--- src/hdl/minv4_pkg.sv ---
// shared types, constants and microprogram tables for the 4x4 matrix inverter
`timescale 1ns / 1ps
`default_nettype none
package minv4_pkg;

  localparam int DATA_WIDTH_DEF = 32;
  localparam int FRAC_BITS_DEF  = 16;

  localparam logic [1:0] ST_OK        = 2'd0;
  localparam logic [1:0] ST_SINGULAR  = 2'd1;
  localparam logic [1:0] ST_SATURATED = 2'd2;

  localparam logic [3:0] LAST_MINOR_STEP = 4'd8;
  localparam logic [3:0] LAST_ELEM       = 4'd15;
  localparam logic [1:0] LAST_DET_STEP   = 2'd3;

  typedef enum logic [2:0] {
    BSEL_ELEM,
    BSEL_S0,
    BSEL_S1,
    BSEL_S2,
    BSEL_ADJ
  } bsel_t;

  typedef enum logic [2:0] {
    SAVE_NONE,
    SAVE_S0,
    SAVE_S1,
    SAVE_S2,
    SAVE_ADJ,
    SAVE_DET
  } save_t;

  typedef struct packed {
    logic [3:0] a_addr;
    logic [3:0] b_addr;
    bsel_t      b_sel;
    logic       clr;
    logic       sub;
    save_t      save;
  } uop_t;

  typedef struct packed {
    logic       rd_en;
    logic [3:0] rd_addr;
    logic       cap_b;
    logic       mul_start;
    logic       mul_step;
    logic       mul_msb;
    bsel_t      b_sel;
    logic       clr;
    logic       sub;
    save_t      save;
    logic [3:0] k;
    logic       det_chk;
    logic       div_start;
    logic       div_step;
    logic       div_fin;
    logic       run_start;
    logic       emit_ld;
  } cmd_t;

  typedef struct packed {
    logic det_zero;
  } stat_t;

  // column-major element address
  function automatic logic [3:0] pos(input logic [1:0] r, input logic [1:0] c);
    return {c, r};
  endfunction

  // i-th surviving row or column after deleting one
  function automatic logic [1:0] skip_map(input logic [1:0] skip, input logic [1:0] i);
    return (i < skip) ? i : i + 2'd1;
  endfunction

  // 3x3 minor deleting row k[3:2] and column k[1:0]
  function automatic uop_t uop_minor(input logic [3:0] k, input logic [3:0] step);
    logic [1:0] r0, r1, r2, c0, c1, c2;
    uop_t u;
    r0 = skip_map(k[3:2], 2'd0);
    r1 = skip_map(k[3:2], 2'd1);
    r2 = skip_map(k[3:2], 2'd2);
    c0 = skip_map(k[1:0], 2'd0);
    c1 = skip_map(k[1:0], 2'd1);
    c2 = skip_map(k[1:0], 2'd2);
    u.a_addr = pos(r0, c0);
    u.b_addr = pos(r0, c0);
    u.b_sel  = BSEL_ELEM;
    u.clr    = 1'b0;
    u.sub    = 1'b0;
    u.save   = SAVE_NONE;
    case (step)
      4'd0: begin
        u.a_addr = pos(r1, c1); u.b_addr = pos(r2, c2); u.clr = 1'b1;
      end
      4'd1: begin
        u.a_addr = pos(r1, c2); u.b_addr = pos(r2, c1); u.sub = 1'b1; u.save = SAVE_S0;
      end
      4'd2: begin
        u.a_addr = pos(r1, c0); u.b_addr = pos(r2, c2); u.clr = 1'b1;
      end
      4'd3: begin
        u.a_addr = pos(r1, c2); u.b_addr = pos(r2, c0); u.sub = 1'b1; u.save = SAVE_S1;
      end
      4'd4: begin
        u.a_addr = pos(r1, c0); u.b_addr = pos(r2, c1); u.clr = 1'b1;
      end
      4'd5: begin
        u.a_addr = pos(r1, c1); u.b_addr = pos(r2, c0); u.sub = 1'b1; u.save = SAVE_S2;
      end
      4'd6: begin
        u.a_addr = pos(r0, c0); u.b_sel = BSEL_S0; u.clr = 1'b1;
      end
      4'd7: begin
        u.a_addr = pos(r0, c1); u.b_sel = BSEL_S1; u.sub = 1'b1;
      end
      4'd8: begin
        u.a_addr = pos(r0, c2); u.b_sel = BSEL_S2; u.save = SAVE_ADJ;
      end
      default: begin
        u.save = SAVE_NONE;
      end
    endcase
    return u;
  endfunction

  // determinant along the first row: sum of a(0,j) * adj[j]
  function automatic uop_t uop_det(input logic [1:0] j);
    uop_t u;
    u.a_addr = pos(2'd0, j);
    u.b_addr = pos(2'd0, j);
    u.b_sel  = BSEL_ADJ;
    u.clr    = (j == 2'd0);
    u.sub    = 1'b0;
    u.save   = (j == LAST_DET_STEP) ? SAVE_DET : SAVE_NONE;
    return u;
  endfunction

endpackage
`default_nettype wire

--- src/hdl/minv4_ctrl.sv ---
// sequencer: microprogram for cofactors, determinant, division and result emission
`timescale 1ns / 1ps
`default_nettype none
module minv4_ctrl import minv4_pkg::*; #(
  parameter int DATA_WIDTH = DATA_WIDTH_DEF,
  parameter int FRAC_BITS  = FRAC_BITS_DEF
) (
  input  wire logic  clk,
  input  wire logic  rst_n,
  input  wire logic  in_fire,
  input  wire logic  in_start,
  output logic       in_ready,
  input  wire logic  out_ready,
  output logic       out_valid,
  input  wire stat_t stat,
  output cmd_t       cmd
);

  localparam int BIT_W     = $clog2(DATA_WIDTH);
  localparam int DIV_STEPS = 3 * DATA_WIDTH + 2 + 2 * FRAC_BITS;
  localparam int DCNT_W    = $clog2(DIV_STEPS);

  typedef enum logic [3:0] {
    S_IDLE, S_RB, S_RA, S_MS, S_MUL, S_SAVE, S_CHK, S_DIVS, S_DIV, S_RND, S_EMIT
  } state_t;

  state_t            state_r, state_nxt;
  logic [3:0]        k_r, k_nxt;
  logic [3:0]        step_r, step_nxt;
  logic              det_ph_r, det_ph_nxt;
  logic [BIT_W-1:0]  bit_r, bit_nxt;
  logic [DCNT_W-1:0] dcnt_r, dcnt_nxt;
  logic [4:0]        e_r, e_nxt;
  logic              out_valid_r, out_valid_nxt;
  uop_t              uop;

  assign uop       = det_ph_r ? uop_det(k_r[1:0]) : uop_minor(k_r, step_r);
  assign in_ready  = (state_r == S_IDLE);
  assign out_valid = out_valid_r;

  always_comb begin
    state_nxt     = state_r;
    k_nxt         = k_r;
    step_nxt      = step_r;
    det_ph_nxt    = det_ph_r;
    bit_nxt       = bit_r;
    dcnt_nxt      = dcnt_r;
    e_nxt         = e_r;
    out_valid_nxt = out_valid_r;
    cmd           = '0;
    cmd.k         = k_r;
    cmd.b_sel     = uop.b_sel;
    cmd.clr       = uop.clr;
    cmd.sub       = uop.sub;
    case (state_r)
      S_IDLE: begin
        if (in_fire && in_start) begin
          state_nxt     = S_RB;
          k_nxt         = '0;
          step_nxt      = '0;
          det_ph_nxt    = 1'b0;
          cmd.run_start = 1'b1;
        end
      end
      S_RB: begin
        cmd.rd_en   = 1'b1;
        cmd.rd_addr = uop.b_addr;
        state_nxt   = S_RA;
      end
      S_RA: begin
        cmd.cap_b   = 1'b1;
        cmd.rd_en   = 1'b1;
        cmd.rd_addr = uop.a_addr;
        state_nxt   = S_MS;
      end
      S_MS: begin
        cmd.mul_start = 1'b1;
        bit_nxt       = '0;
        state_nxt     = S_MUL;
      end
      S_MUL: begin
        cmd.mul_step = 1'b1;
        cmd.mul_msb  = (bit_r == BIT_W'(DATA_WIDTH - 1));
        if (cmd.mul_msb) begin
          state_nxt = S_SAVE;
        end else begin
          bit_nxt = bit_r + 1'b1;
        end
      end
      S_SAVE: begin
        cmd.save  = uop.save;
        state_nxt = S_RB;
        if (!det_ph_r) begin
          if (step_r == LAST_MINOR_STEP) begin
            step_nxt = '0;
            if (k_r == LAST_ELEM) begin
              det_ph_nxt = 1'b1;
              k_nxt      = '0;
            end else begin
              k_nxt = k_r + 1'b1;
            end
          end else begin
            step_nxt = step_r + 1'b1;
          end
        end else if (k_r[1:0] == LAST_DET_STEP) begin
          state_nxt = S_CHK;
        end else begin
          k_nxt = k_r + 1'b1;
        end
      end
      S_CHK: begin
        cmd.det_chk = 1'b1;
        k_nxt       = '0;
        e_nxt       = '0;
        state_nxt   = stat.det_zero ? S_EMIT : S_DIVS;
      end
      S_DIVS: begin
        cmd.div_start = 1'b1;
        dcnt_nxt      = '0;
        state_nxt     = S_DIV;
      end
      S_DIV: begin
        cmd.div_step = 1'b1;
        if (dcnt_r == DCNT_W'(DIV_STEPS - 1)) begin
          state_nxt = S_RND;
        end else begin
          dcnt_nxt = dcnt_r + 1'b1;
        end
      end
      S_RND: begin
        cmd.div_fin = 1'b1;
        if (k_r == LAST_ELEM) begin
          e_nxt     = '0;
          state_nxt = S_EMIT;
        end else begin
          k_nxt     = k_r + 1'b1;
          state_nxt = S_DIVS;
        end
      end
      S_EMIT: begin
        cmd.k = e_r[3:0];
        if (!out_valid_r || out_ready) begin
          if (!e_r[4]) begin
            cmd.emit_ld   = 1'b1;
            out_valid_nxt = 1'b1;
            e_nxt         = e_r + 1'b1;
          end else begin
            out_valid_nxt = 1'b0;
            state_nxt     = S_IDLE;
          end
        end
      end
      default: begin
        state_nxt = S_IDLE;
      end
    endcase
  end

  always_ff @(posedge clk) begin
    if (!rst_n) begin
      state_r     <= S_IDLE;
      k_r         <= '0;
      step_r      <= '0;
      det_ph_r    <= 1'b0;
      bit_r       <= '0;
      dcnt_r      <= '0;
      e_r         <= '0;
      out_valid_r <= 1'b0;
    end else begin
      state_r     <= state_nxt;
      k_r         <= k_nxt;
      step_r      <= step_nxt;
      det_ph_r    <= det_ph_nxt;
      bit_r       <= bit_nxt;
      dcnt_r      <= dcnt_nxt;
      e_r         <= e_nxt;
      out_valid_r <= out_valid_nxt;
    end
  end

endmodule
`default_nettype wire

--- config.mk ---
export PLATFORM = sky130hd
export DESIGN_NAME = minv4_ctrl
export DESIGN_NICKNAME = d
export VERILOG_FILES = /design/src/hdl/minv4_pkg.sv /design/src/hdl/minv4_ctrl.sv
export SDC_FILE = /design/constraint.sdc
export NUM_CORES = 1
export LEC_CHECK = 0
export ABC_CLOCK_PERIOD_IN_PS = 4000
export BUFFER_PORTS_ARGS = -buffer_cell sky130_fd_sc_hd__buf_2
export CORE_MARGIN = 3
export CORE_UTILIZATION = 50
export DETAILED_ROUTE_END_ITERATION = 16
export GPL_ROUTABILITY_DRIVEN = 1
export GPL_TIMING_DRIVEN = 0
export PLACE_DENSITY_LB_ADDON = 0.12
export SYNTH_ARGS = -nofsm -noshare
export SYNTH_HDL_FRONTEND = slang
export SYNTH_SLANG_ARGS = --single-unit
--- constraint.sdc ---
create_clock -name clk -period 4 [get_ports clk]
set_clock_uncertainty 0.2 [all_clocks]
set_input_delay 0.2 -clock clk [delete_from_list [all_inputs] [get_ports clk]]
set_output_delay 0.2 -clock clk [all_outputs]
set_load 0.005 [all_outputs]
* Word-level counts from Yosys, hierarchy flattened
Cells that the tools add are included.
** Word-level totals
- Register bits after elaboration :: 32
** Cells by class
- Add/subtract/negate cells :: 5
- $lt $le $gt $ge :: 6
- Equal/unequal tests :: 35
- Multiplexer cells :: 62
- Reduce and logical (&&, ||, !) cells :: 28
** Operators by type and width (count)
- $mux W4 :: 16
- $pmux W4 S11 :: 1
- $eq A4 B3 Y1 const B :: 8
- $mux W1 :: 21
- $eq A4 B4 Y1 const B :: 5
- $mux W5 :: 4
- $ne A2 B2 Y1 const B :: 10
- $pmux W4 S5 :: 1
- $pmux W5 S2 :: 2
- $eq A4 B2 Y1 const B :: 4
- $mux W16 :: 1
- $pmux W4 S4 :: 1
- $pmux W8 S2 :: 1
- $pmux W5 S3 :: 1
- $mux W3 :: 4
- $pmux W3 S4 :: 1
- $pmux W4 S3 :: 1
- $reduce_or A2 Y1 :: 6
- $add A5 B1 Y5 const B :: 2
- $reduce_and A5 Y1 :: 2
- $add A4 B1 Y4 const B :: 2
- $add A8 B1 Y8 const B :: 1
- $eq A4 B1 Y1 const B :: 2
- $eq A8 B8 Y1 const B :: 1
- 23 further kinds :: 38

* Logic depth before layout (Yosys ltp)
Gate-level depths: netlist of the first run.
- Depth in word-level cells :: 5
- Mapped depth :: 8
- Gate-level depth less buffers :: 8

* Worst setup path after synthesis of the first run
Ideal clock, no wire load.
- Path type :: flip-flop to flip-flop
- From :: register bit_r[0]
- To :: register bit_r[3]
- Library setup time :: 0.121 ns
- Arrival :: 2.057 ns
- Data required time :: 3.679 ns
- Path slack :: 1.622 ns
- Cell stages (with the launch flop) :: 9
- Path buffers :: 0
- Period minus slack after synthesis :: 2.378 ns
- Path through :: dfxtp_1 -> ha_1 -> and3_1 -> ha_1 -> or4b_2 -> a21oi_1 -> nand4_1 -> xor2_1 -> nor2_1
** Between the ends
- Longest elaborated chain between the ends :: 3
- Elaborated cells between the ends (all ways) :: 6
- Classes of those cells :: add/sub: 1; eq/ne: 2; mux: 2; reduce/logical: 1
** RTL lines
- start: declaration :: line minv4_ctrl.sv:31 : logic [BIT_W-1:0] bit_r, bit_nxt;
- start signal: assignment :: line minv4_ctrl.sv:174 : bit_r <= bit_nxt;
- $add A5 B1 Y5 or $eq A5 B5 Y1 (tied branches) :: line minv4_ctrl.sv:87, minv4_ctrl.sv:83
- $mux W5 or $ne A2 B2 Y1 (tied branches)
- $pmux W5 S2 or $reduce_and A2 Y1 (tied branches)
Parallel ways exist; a longest one is shown, timed or not. The select of a mux whose other input is x is not followed.
A chain may end at the register's enable or synchronous reset.

==> summary.txt, run 1 <==
Power and ir drop
  • VDD IR max: 0.362 mV
  • Leakage: 1.14 nW
  • Total power: 1.09 mW
  • PD cells: 405 nW/um^2

STA
  • Measured slew at the worst slew-check pin: 0.577 ns
  • Hold slack: 0.0237 ns
  • Slew margin rel.: 60.5%
  • F_max: 338 MHz
  • # setup viols final: 0
  • Fin crit period: 2.95 ns
  • Final Max Slew Viols: 0
  • Tcrit/Tclk final: 73.9%
  • RSZ-0062 raised after global routing: no
  • Setup TNS: 0 ns
  • Final hold violation count: 0

Layout
  • Util after Layout: 60.1%
  • Syn-to-layout area delta: 13.7%
  • NumNets Final: 379
  • Fill cells: 427
  • Most frequent cells in the layout: buf_2 (40), nor2_1 (40), a21oi_1 (32), dfxtp_1 (32), nand2_1 (23)
  • Ant diodes: 0
  • Layout cells sized above 1: 16.0%

Setup path
  • CP Max Fanout: 10
  • R2r startpoint: bit_r[0]
  • Crit-path max cell delay: 0.59 ns
  • CP Capture Type: primary output
  • CP Launch Point: step_r[0]
  • Cell family with most CP delay: compound AO/OA/AOI/OAI gates
  • Crit-path cells: inv_1 > ha_1 > clkbuf_1 > nor2_1 > a21oi_1 > nand2_1 > a2111oi_0 > buf_2
  • Crit Path Category: register to primary output
  • Buf+Inv Stages, Crit Path: 3
  • CP max-delay cell: a2111oi_0
  • Arrival time worst endpoint: 2.55 ns
  • Startpoint types: register
  • CP required: 3.60 ns

Floorplanning
  • Die height: approximately 75 um
  • Initial core utilization: 52.9%
  • Ports: 35
  • Core area: 4470 um^2
  • Row count: 24
  • Die area: 5590 um^2
  • Die X: around 75 um

Yosys
  • Synthesized netlist cell count: 320
  • Synth warnings: 0
  • Simple-Gate Fraction of Synth Area: roughly a third
  • Synth Area in Adders: just under 7%
  • Combinational family with the most area after synthesis: simple AND/OR/NAND/NOR gates
  • Number of synthesized register bits: 32
  • Synth Area in XOR/XNOR: 3.33%
  • Sequential area share after synthesis: 27.1%
  • Ys flop type: dfxtp_1
  • Syn Std Cell Area: ~2400 um^2
  • Synth Area in Compound Gates: approximately a fifth
  • Synthesized area per cell: 7.39 um^2
  • Post-synth EDFFs: 0
  • Post-synthesis mux area share: 0.423%
  • Post-synth ARST share: 0%
  • Post-synth cell types: 56
  • Syn Nets: 338

Clock tree
  • Post-CTS Setup Repair Bufs: 0
  • Max H-tree Level: 2
  • Worst-path clk slew: 0.07 ns
  • Hold-fix buffers, CTS: 0
  • Clock Latency Late Sink: 0.29 ns
  • CTS tree: built
  • Max clock buf depth: 2
  • # clock sinks: 32
  • Cells resized by post-CTS repair: 0
  • TritonCTS Buffers: 5
  • Clock Tree Root: clkbuf_8

Run status
  • Status: finished, final reports clean

Route
  • Initial DRC Count: 189
  • Total number of vias: 2,437
  • Final wirelength: 5890 um
  • Post-route ant nets: 0
  • Drt drc: 0
  • TritonRoute pass-1 iters: 5
  • Vias per cell: roughly 6
  • Avg WL per Cell: 14.2 um

GRT
  • GRT Overall Usage: about 22%
  • Grt ovf: 0
  • First-pass GRT wire length: 9750 um
  • Vias in the first global route: 2,152
  • Pin count of the biggest net entering global routing: 12
  • Antenna violations before repair: 0

Placed design
  • Port Buffers: 34
  • Routability Congestion: 0.914
  • Post-DP HPWL: approximately 4500 um

Job
  • Max-Cap Viols: 0

Worst hold path
  • Worst Hold Launch: rst_n
  • Hold Path Class: input pin to register
## registers in the layout, summed over array words and instances, names as in the netlist
name and count:
dcnt_r 8, k_r 4, e_r 5, bit_r 5
out_valid 1, state_r 4, step_r 4, det_ph_r 1
## synth_stat cells (all sizes together) (2+ instances only)
cell | instances | area share [%]
nor2 | 40 | 6.3
a21oi | 32 | 6.8
dfxtp | 32 | 27
nand2 | 23 | 3.7
o21ai | 20 | 4.2
nand3 | 16 | 3.4
inv | 15 | 2.4
clkbuf | 12 | 1.9
ha | 12 | 6.3
nand2b | 11 | 2.9
buf | 10 | 3.0
or3 | 8 | 2.1
nor3 | 7 | 1.5
xor2 | 7 | 2.6
nor2b | 6 | 1.6
nand4 | 4 | 1.1
nand4b | 4 | 1.5
nor4 | 4 | 1.1
o211ai | 4 | 1.3
or4 | 4 | 1.3
and2 | 3 | 0.79
and3 | 3 | 0.79
o22ai | 3 | 0.79
o31ai | 3 | 0.95
or4b | 3 | 1.3
a2111oi | 2 | 0.74
a31oi | 2 | 0.53
a41oi | 2 | 1.1
nand3b | 2 | 0.63
nand4bb | 2 | 0.95
or4bb | 2 | 0.95
xnor2 | 2 | 0.74
## area by class of cell
class,instances,area (um^2),area share [%]
plain buffers,22,116,4.33
clock buffers,5,68.8,2.56
flip-flops and latches,32,641,23.8
multi-input cells,250,1550,57.6
well taps,52,65.1,2.42
inverters,16,60.1,2.23
repair buffers,34,170,6.33
clock inverters,3,18.8,0.698
## layer usage
layer  vias to the layer above  global-route usage, %  share of wire (%)
li1                       1231                      -                  -
met1                      1134                   30.7                 49
met2                        66                   35.9                 45
met3                         6                   4.27                5.2
met4                         0                   5.34                1.0
met5                         -                      0                  0
## stage by stage
stage	area, um^2	setup WS (ns)	instances
4_1_cts	2690	1.11	414
2_1_floorplan	2360	1.62	320
3_5_place_dp	2600	1.42	406
3_3_place_gp	2600	1.47	406
5_1_grt	2690	0.955	414
6_report	2690	1.05	414
## power by group
| group | internal, mW | total [mW] | switching [mW] |
|---|---|---|---|
| sequential | 0.342 | 0.363 | 0.0210 |
| combinational | 0.206 | 0.474 | 0.268 |
| clock | 0.121 | 0.251 | 0.130 |
## kinds of logic (layout without fill, tap and decap cells)
group / after synthesis / count (layout)
buffers and inverters: 38 / 80
flip-flops: 32 / 32
AND/OR/NAND/NOR: 147 / 147
adder cells (fa/ha/maj): 13 / 13
AO/OA/AOI/OAI: 80 / 80
XOR/XNOR: 9 / 9
multiplexers: 1 / 1
## final timing paths
path	to	slack, ns	depth (start not counted)
max	cmd[22]	1.05	8
min	state_r[0]	0.02	2
max reg2reg	bit_r[3]	1.42	8
min reg2reg	dcnt_r[1]	0.29	2
Power figures use the tool's default switching activity.
==> run 2, diff against run 1 <==
- ABC_AREA: default -> 1
- ABC_CLOCK_PERIOD_IN_PS: 4000 -> 2590
- clock period: 4 -> 2.59 ns (I/O delays scaled with it)
==> summary.txt, run 2 <==
Setup path
  • Flop2flop setup slack: 0.57 ns
  • CP Capture Type: primary output
  • Crit-path cells: inv_1 > ha_1 > nand2_1 > nor2_1 > inv_1 > nand2_1 > inv_1 > nand3_1 > nand3_1 > nand3_1 > nand2_1 > nand2_1 > buf_2
  • CP required: 2.26 ns
  • Startpoint types: register
  • CP max-delay cell: dfxtp_1
  • Crit Path Category: register to primary output
  • CP Max Fanout: 5
  • Arrival time worst endpoint: 2.04 ns
  • Crit-path max cell delay: 0.34 ns
  • Critical Path Most Common Cell: nand2_1

Yosys
  • Synth top area share: 25.9%
  • Sequential area share after synthesis: roughly 26%
  • Commonest cells in the netlist: nand2_1 (100), inv_1 (52), nor2_1 (34)
  • Number of synthesized register bits: 32
  • Post-synth EDFFs: 0
  • Syn Nets: 416
  • Synthesized netlist cell count: a little under 400
  • Top-count cell post-synth: nand2_1
  • Area contributors post-synth: dfxtp_1 (26%), nand2_1 (15%), inv_1 (7.9%)
  • Synth warnings: 0
  • Post-synth cell types: 34
  • Syn Std Cell Area: 2480 um^2
  • Cell taking the most area after synthesis: dfxtp_1
  • Synthesized area per cell: 6.22 um^2
  • Ys flop type: dfxtp_1
  • Post-synth ARST share: 0%

Clock tree
  • # clock sinks: 32
  • Worst-path clk slew: approximately 0.07 ns
  • Max clock buf depth: 2
  • CTS tree: built
  • Post-CTS Setup Repair Bufs: 0
  • Hold-fix buffers, CTS: 0
  • Clock Tree Root: clkbuf_8
  • TritonCTS Buffers: 5
  • Cells resized by post-CTS repair: 0
  • Max H-tree Level: 2
  • Clock Latency Late Sink: 0.29 ns

Floorplanning
  • Ports: 35
  • Die area: around 5800 um^2
  • Initial core utilization: 54.3%
  • Core area: 4560 um^2
  • Die X: 76.4 um
  • Die height: 76.4 um
  • Row count: 24

STA
  • Measured slew at the worst slew-check pin: 0.486 ns
  • F_max: 422 MHz
  • Setup TNS: 0 ns
  • RSZ-0062 raised after global routing: no
  • Worst Slack Setup Final: 0.221 ns
  • Tcrit/Tclk final: 91.5%
  • Final hold violation count: 0
  • Hold slack: roughly 0.028 ns
  • Slew margin rel.: 67.6%
  • Fin crit period: 2.37 ns
  • Final Max Slew Viols: 0
  • # setup viols final: 0

Layout
  • Util after Layout: 61.9%
  • Syn-to-layout area delta: 14.1%
  • Ant diodes: 0
  • Finished Layout Cells: ~500
  • Largest Register: dcnt_r
  • NumNets Final: 457
  • Top flop regs: dcnt_r (8), bit_r (5), e_r (5)
  • Max FFs per register: 8
  • Most frequent cells in the layout: nand2_1 (100), inv_1 (52), buf_2 (36)
  • Commonest non-fill, non-tap cell in the layout: nand2_1
  • Layout cells sized above 1: 19.1%

Placed design
  • Pre-CTS setup slack: ~0.45 ns
  • Routability Congestion: just over 0.9
  • Placed cells: 497
  • Post-DP HPWL: around 4400 um
  • Port Buffers: 34

Route
  • Initial DRC Count: ~130
  • Vias per cell: 5.02
  • Drt drc: 0
  • Total number of vias: 2,536
  • Post-route ant nets: 0
  • Final wirelength: ~5700 um
  • TritonRoute pass-1 iters: 4
  • Avg WL per Cell: 11.3 um

Run status
  • Status: finished, final reports clean

GRT
  • Vias in the first global route: ~2,200
  • Antenna violations before repair: 0
  • GRT Overall Usage: 19.8%
  • First-pass GRT wire length: 9720 um
  • Grt ovf: 0
  • Pin count of the biggest net entering global routing: 11

Power and ir drop
  • PD cells: 750 nW/um^2
  • Leakage: around 1.3 nW
  • VDD IR max: a little over 0.4 mV

Job
  • Max-Cap Viols: 0

Worst hold path
  • Hold Path Class: input pin to register
## run 2: cell count changes in the layout (fill, tap and decap cells not counted), moves of 6 or more
cell,previous run,this run
nor2_4,0,7
nand2b_1,11,0
or3_1,8,0
nor3_1,7,18
xor2_1,7,0
inv_2,0,6
nand2_1,23,100
nor2_1,40,34
inv_1,15,52
nand3_1,16,31
nor2_2,0,6
clkbuf_1,12,4
nor2b_1,6,0
nand2_2,0,8
## run 2: logic make-up (layout without fill, tap and decap cells)
logic type               Yosys count  count (layout)  synth area share [%]
AO/OA/AOI/OAI                     66              66                  14.6
XOR/XNOR                           1               1                 0.354
adder cells (fa/ha/maj)           12              12                  6.06
buffers and inverters             68             110                  11.3
flip-flops                        32              32                  25.9
AND/OR/NAND/NOR                  219             219                  41.8
## run 2: per-stage QoR
stage	total power, mW	instance area [um^2]
floorplan	1.43	2480
global placement	1.70	2730
detailed placement	1.71	2730
CTS	2.13	2820
global route	2.32	2830
finish	2.12	2830
## run 2: layout make-up
class / instances / area, um^2
fillers: 465 / 1740
flip-flops and latches: 32 / 641
inverters: 59 / 221
repair buffers: 34 / 170
clock buffers: 7 / 86.3
multi-input cells: 298 / 1560
plain buffers: 9 / 58.8
clock inverters: 1 / 7.51
well taps: 65 / 81.3
## run 2: metal layers
metal  share of wire, %  vias to the layer above  wire length, um  track usage (%)
li1                   -                     1366                -                -
met1                 49                     1113             2800             27.5
met2                 45                       52             2550             31.5
met3                5.0                        5              284             3.55
met4               0.93                        0               53             5.25
met5                  0                        -                0                0
## run 2: where the power goes
| group | switching (mW) | leakage [nW] | internal, mW |
|---|---|---|---|
| clock network | 0.192 | 0.0445 | 0.216 |
| logic | 0.698 | 1.01 | 0.393 |
| registers | 0.0653 | 0.259 | 0.555 |
| total | 0.955 | 1.31 | 1.16 |
## run 2: final timing paths
kind,startpoint,to,cells past startpoint
max,step_r[0],cmd[24],13
min reg2reg,dcnt_r[6],dcnt_r[6],2
min,rst_n,k_r[3],3
max reg2reg,step_r[0],k_r[1],11
## run 2: worst max-delay path: cells and delay by family (launching register included)
family / cells / cell delay [ns]
simple gates: 8 / 0.66
fa+ha+maj: 1 / 0.30
buf+inv: 4 / 0.43
flops: 1 / 0.34
==> run 3, diff against run 2 <==
- HOLD_SLACK_MARGIN: default -> 0.06
==> summary.txt, run 3 (synthesis gave the netlist of run 2 again) <==
Power and ir drop
  • Share of total power in the clock network: 19.3%
  • Sw power: 0.956 mW
  • PD cells: 741 nW/um^2
  • Register share of total power: 29.2%
  • Internal power: 1.17 mW
  • Leakage: 1.33 nW
  • Sw Ratio: 45.0%
  • VDD IR max: 0.416 mV
  • Combinational power share: 51.5%

Layout
  • Ant diodes: 0
  • Util after Layout: approximately 63%
  • Max FFs per register: 8
  • Most frequent cells in the layout: nand2_1 (100), inv_1 (52), buf_2 (36)
  • NumNets Final: 461
  • Top flop regs: dcnt_r (8), bit_r (5), e_r (5)
  • Commonest non-fill, non-tap cell in the layout: nand2_1
  • Syn-to-layout area delta: 15.7%
  • Layout cells sized above 1: 18.9%
  • Largest Register: dcnt_r

STA
  • Slew margin rel.: 67.4%
  • Final hold violation count: 0
  • # setup viols final: 0
  • Final Max Slew Viols: 0
  • Measured slew at the worst slew-check pin: 0.490 ns
  • Tcrit/Tclk final: 92.0%
  • Setup TNS: 0 ns
  • RSZ-0062 raised after global routing: no
  • Worst Slack Setup Final: 0.207 ns
  • Fin crit period: 2.38 ns
  • F_max: 420 MHz

Route
  • Post-route ant nets: 0
  • Avg WL per Cell: between 10 and 15 um
  • Final wirelength: 5760 um
  • Total number of vias: roughly 2,600
  • Initial DRC Count: 158
  • TritonRoute pass-1 iters: 5
  • Vias per cell: 5.03
  • Drt drc: 0

Worst hold path
  • Hold Path Class: input pin to register

Floorplanning
  • Row count: 24
  • Die X: approximately 76 um
  • Ports: 35
  • Core area: between 4000 and 5000 um^2
  • Die area: 5840 um^2
  • Initial core utilization: roughly 54%
  • Die height: 76.4 um

GRT
  • Vias in the first global route: 2,195
  • Pin count of the biggest net entering global routing: 11
  • Grt ovf: 0
  • GRT Overall Usage: 20.0%
  • Antenna violations before repair: 0
  • First-pass GRT wire length: ~9800 um

Clock tree
  • Max clock buf depth: 2
  • TritonCTS Buffers: 5
  • # clock sinks: 32
  • CTS tree: built
  • Worst-path clk slew: about 0.070 ns
  • Clock Tree Root: clkbuf_8
  • Post-CTS Setup Repair Bufs: 0
  • Clock Latency Late Sink: around 0.29 ns
  • Max H-tree Level: 2

Placed design
  • Pre-CTS setup slack: 0.451 ns
  • Port Buffers: 34
  • Routability Congestion: 0.908
  • Post-DP HPWL: 4410 um

Setup path
  • CP required: 2.26 ns
  • CP Capture Type: primary output
  • Startpoint types: register
  • CP Max Fanout: 5
  • Crit Path Category: register to primary output
  • Arrival time worst endpoint: 2.05 ns

Job
  • Max-Cap Viols: 0

Run status
  • Status: finished, final reports clean
==> run 3: worst max-delay path, cell delays in order (launching register included) <==
cell and delay, ns:
dfxtp_1 0.34, inv_1 0.13, ha_1 0.30, nand2_1 0.08
nor2_1 0.18, inv_1 0.13, nand2_1 0.09, inv_1 0.08
nand3_1 0.08, nand3_1 0.06, nand3_1 0.08, nand2_1 0.05
nand2_1 0.05, buf_2 0.11
==> run 3: path summary, 6_finish.rpt <==
kind	cells after the start	slack (ns)	to	from
hold reg to reg	2	0.28	dcnt_r[6]	dcnt_r[6]
setup reg to reg	10	0.57	e_r[1]	k_r[1]
setup / recovery	13	0.21	cmd[24]	step_r[0]
hold / removal	5	0.06	state_r[3]	in_fire
==> run 3: area by class of cell <==
cell class	count	area (um^2)
plain buffers	9	58.8
well taps	65	81.3
repair buffers	38	210
inverters	59	221
clock buffers	7	86.3
clock inverters	1	7.51
flip-flops and latches	32	641
multi-input cells	298	1560
fillers	459	1700
==> run 3: through the flow <==
step           instances  hold slack, ns  cell area (um^2)  power, mW
4_1_cts              509          0.0620              2860       2.13
2_1_floorplan        398           0.130              2480       1.43
5_1_grt              509           0.104              2870       2.32
6_report             509          0.0598              2870       2.12
3_5_place_dp         497           0.274              2730       1.71
3_3_place_gp         497           0.263              2730       1.70
==> run 3: repair_timing <==
| item | 4_1_cts | 5_1_grt |
|---|---|---|
| endpoints found under the setup margin | 0 | 1 |
| hold buffers | 4 | 0 |
| gates resized for setup | 0 | 2 |
| hold endpoints to repair | 9 | 0 |
==> run 3: power groups by stage <==
stage / sequential, mW / clock (mW) / combinational, mW
floorplan: 0.619 / 0 / 0.812
global placement: 0.630 / 0 / 1.07
detailed placement: 0.631 / 0 / 1.08
CTS: 0.620 / 0.422 / 1.09
global route: 0.629 / 0.438 / 1.26
finish: 0.621 / 0.410 / 1.09
==> run 3: metal layers <==
| metal | up-vias | global-route usage (%) | share of wire (%) |
|---|---|---|---|
| met5 | - | 0 | 0 |
| met3 | 5 | 3.55 | 4.6 |
| met2 | 62 | 31.9 | 45 |
| met1 | 1121 | 27.8 | 49 |
| met4 | 0 | 5.25 | 0.92 |
| li1 | 1372 | - | - |
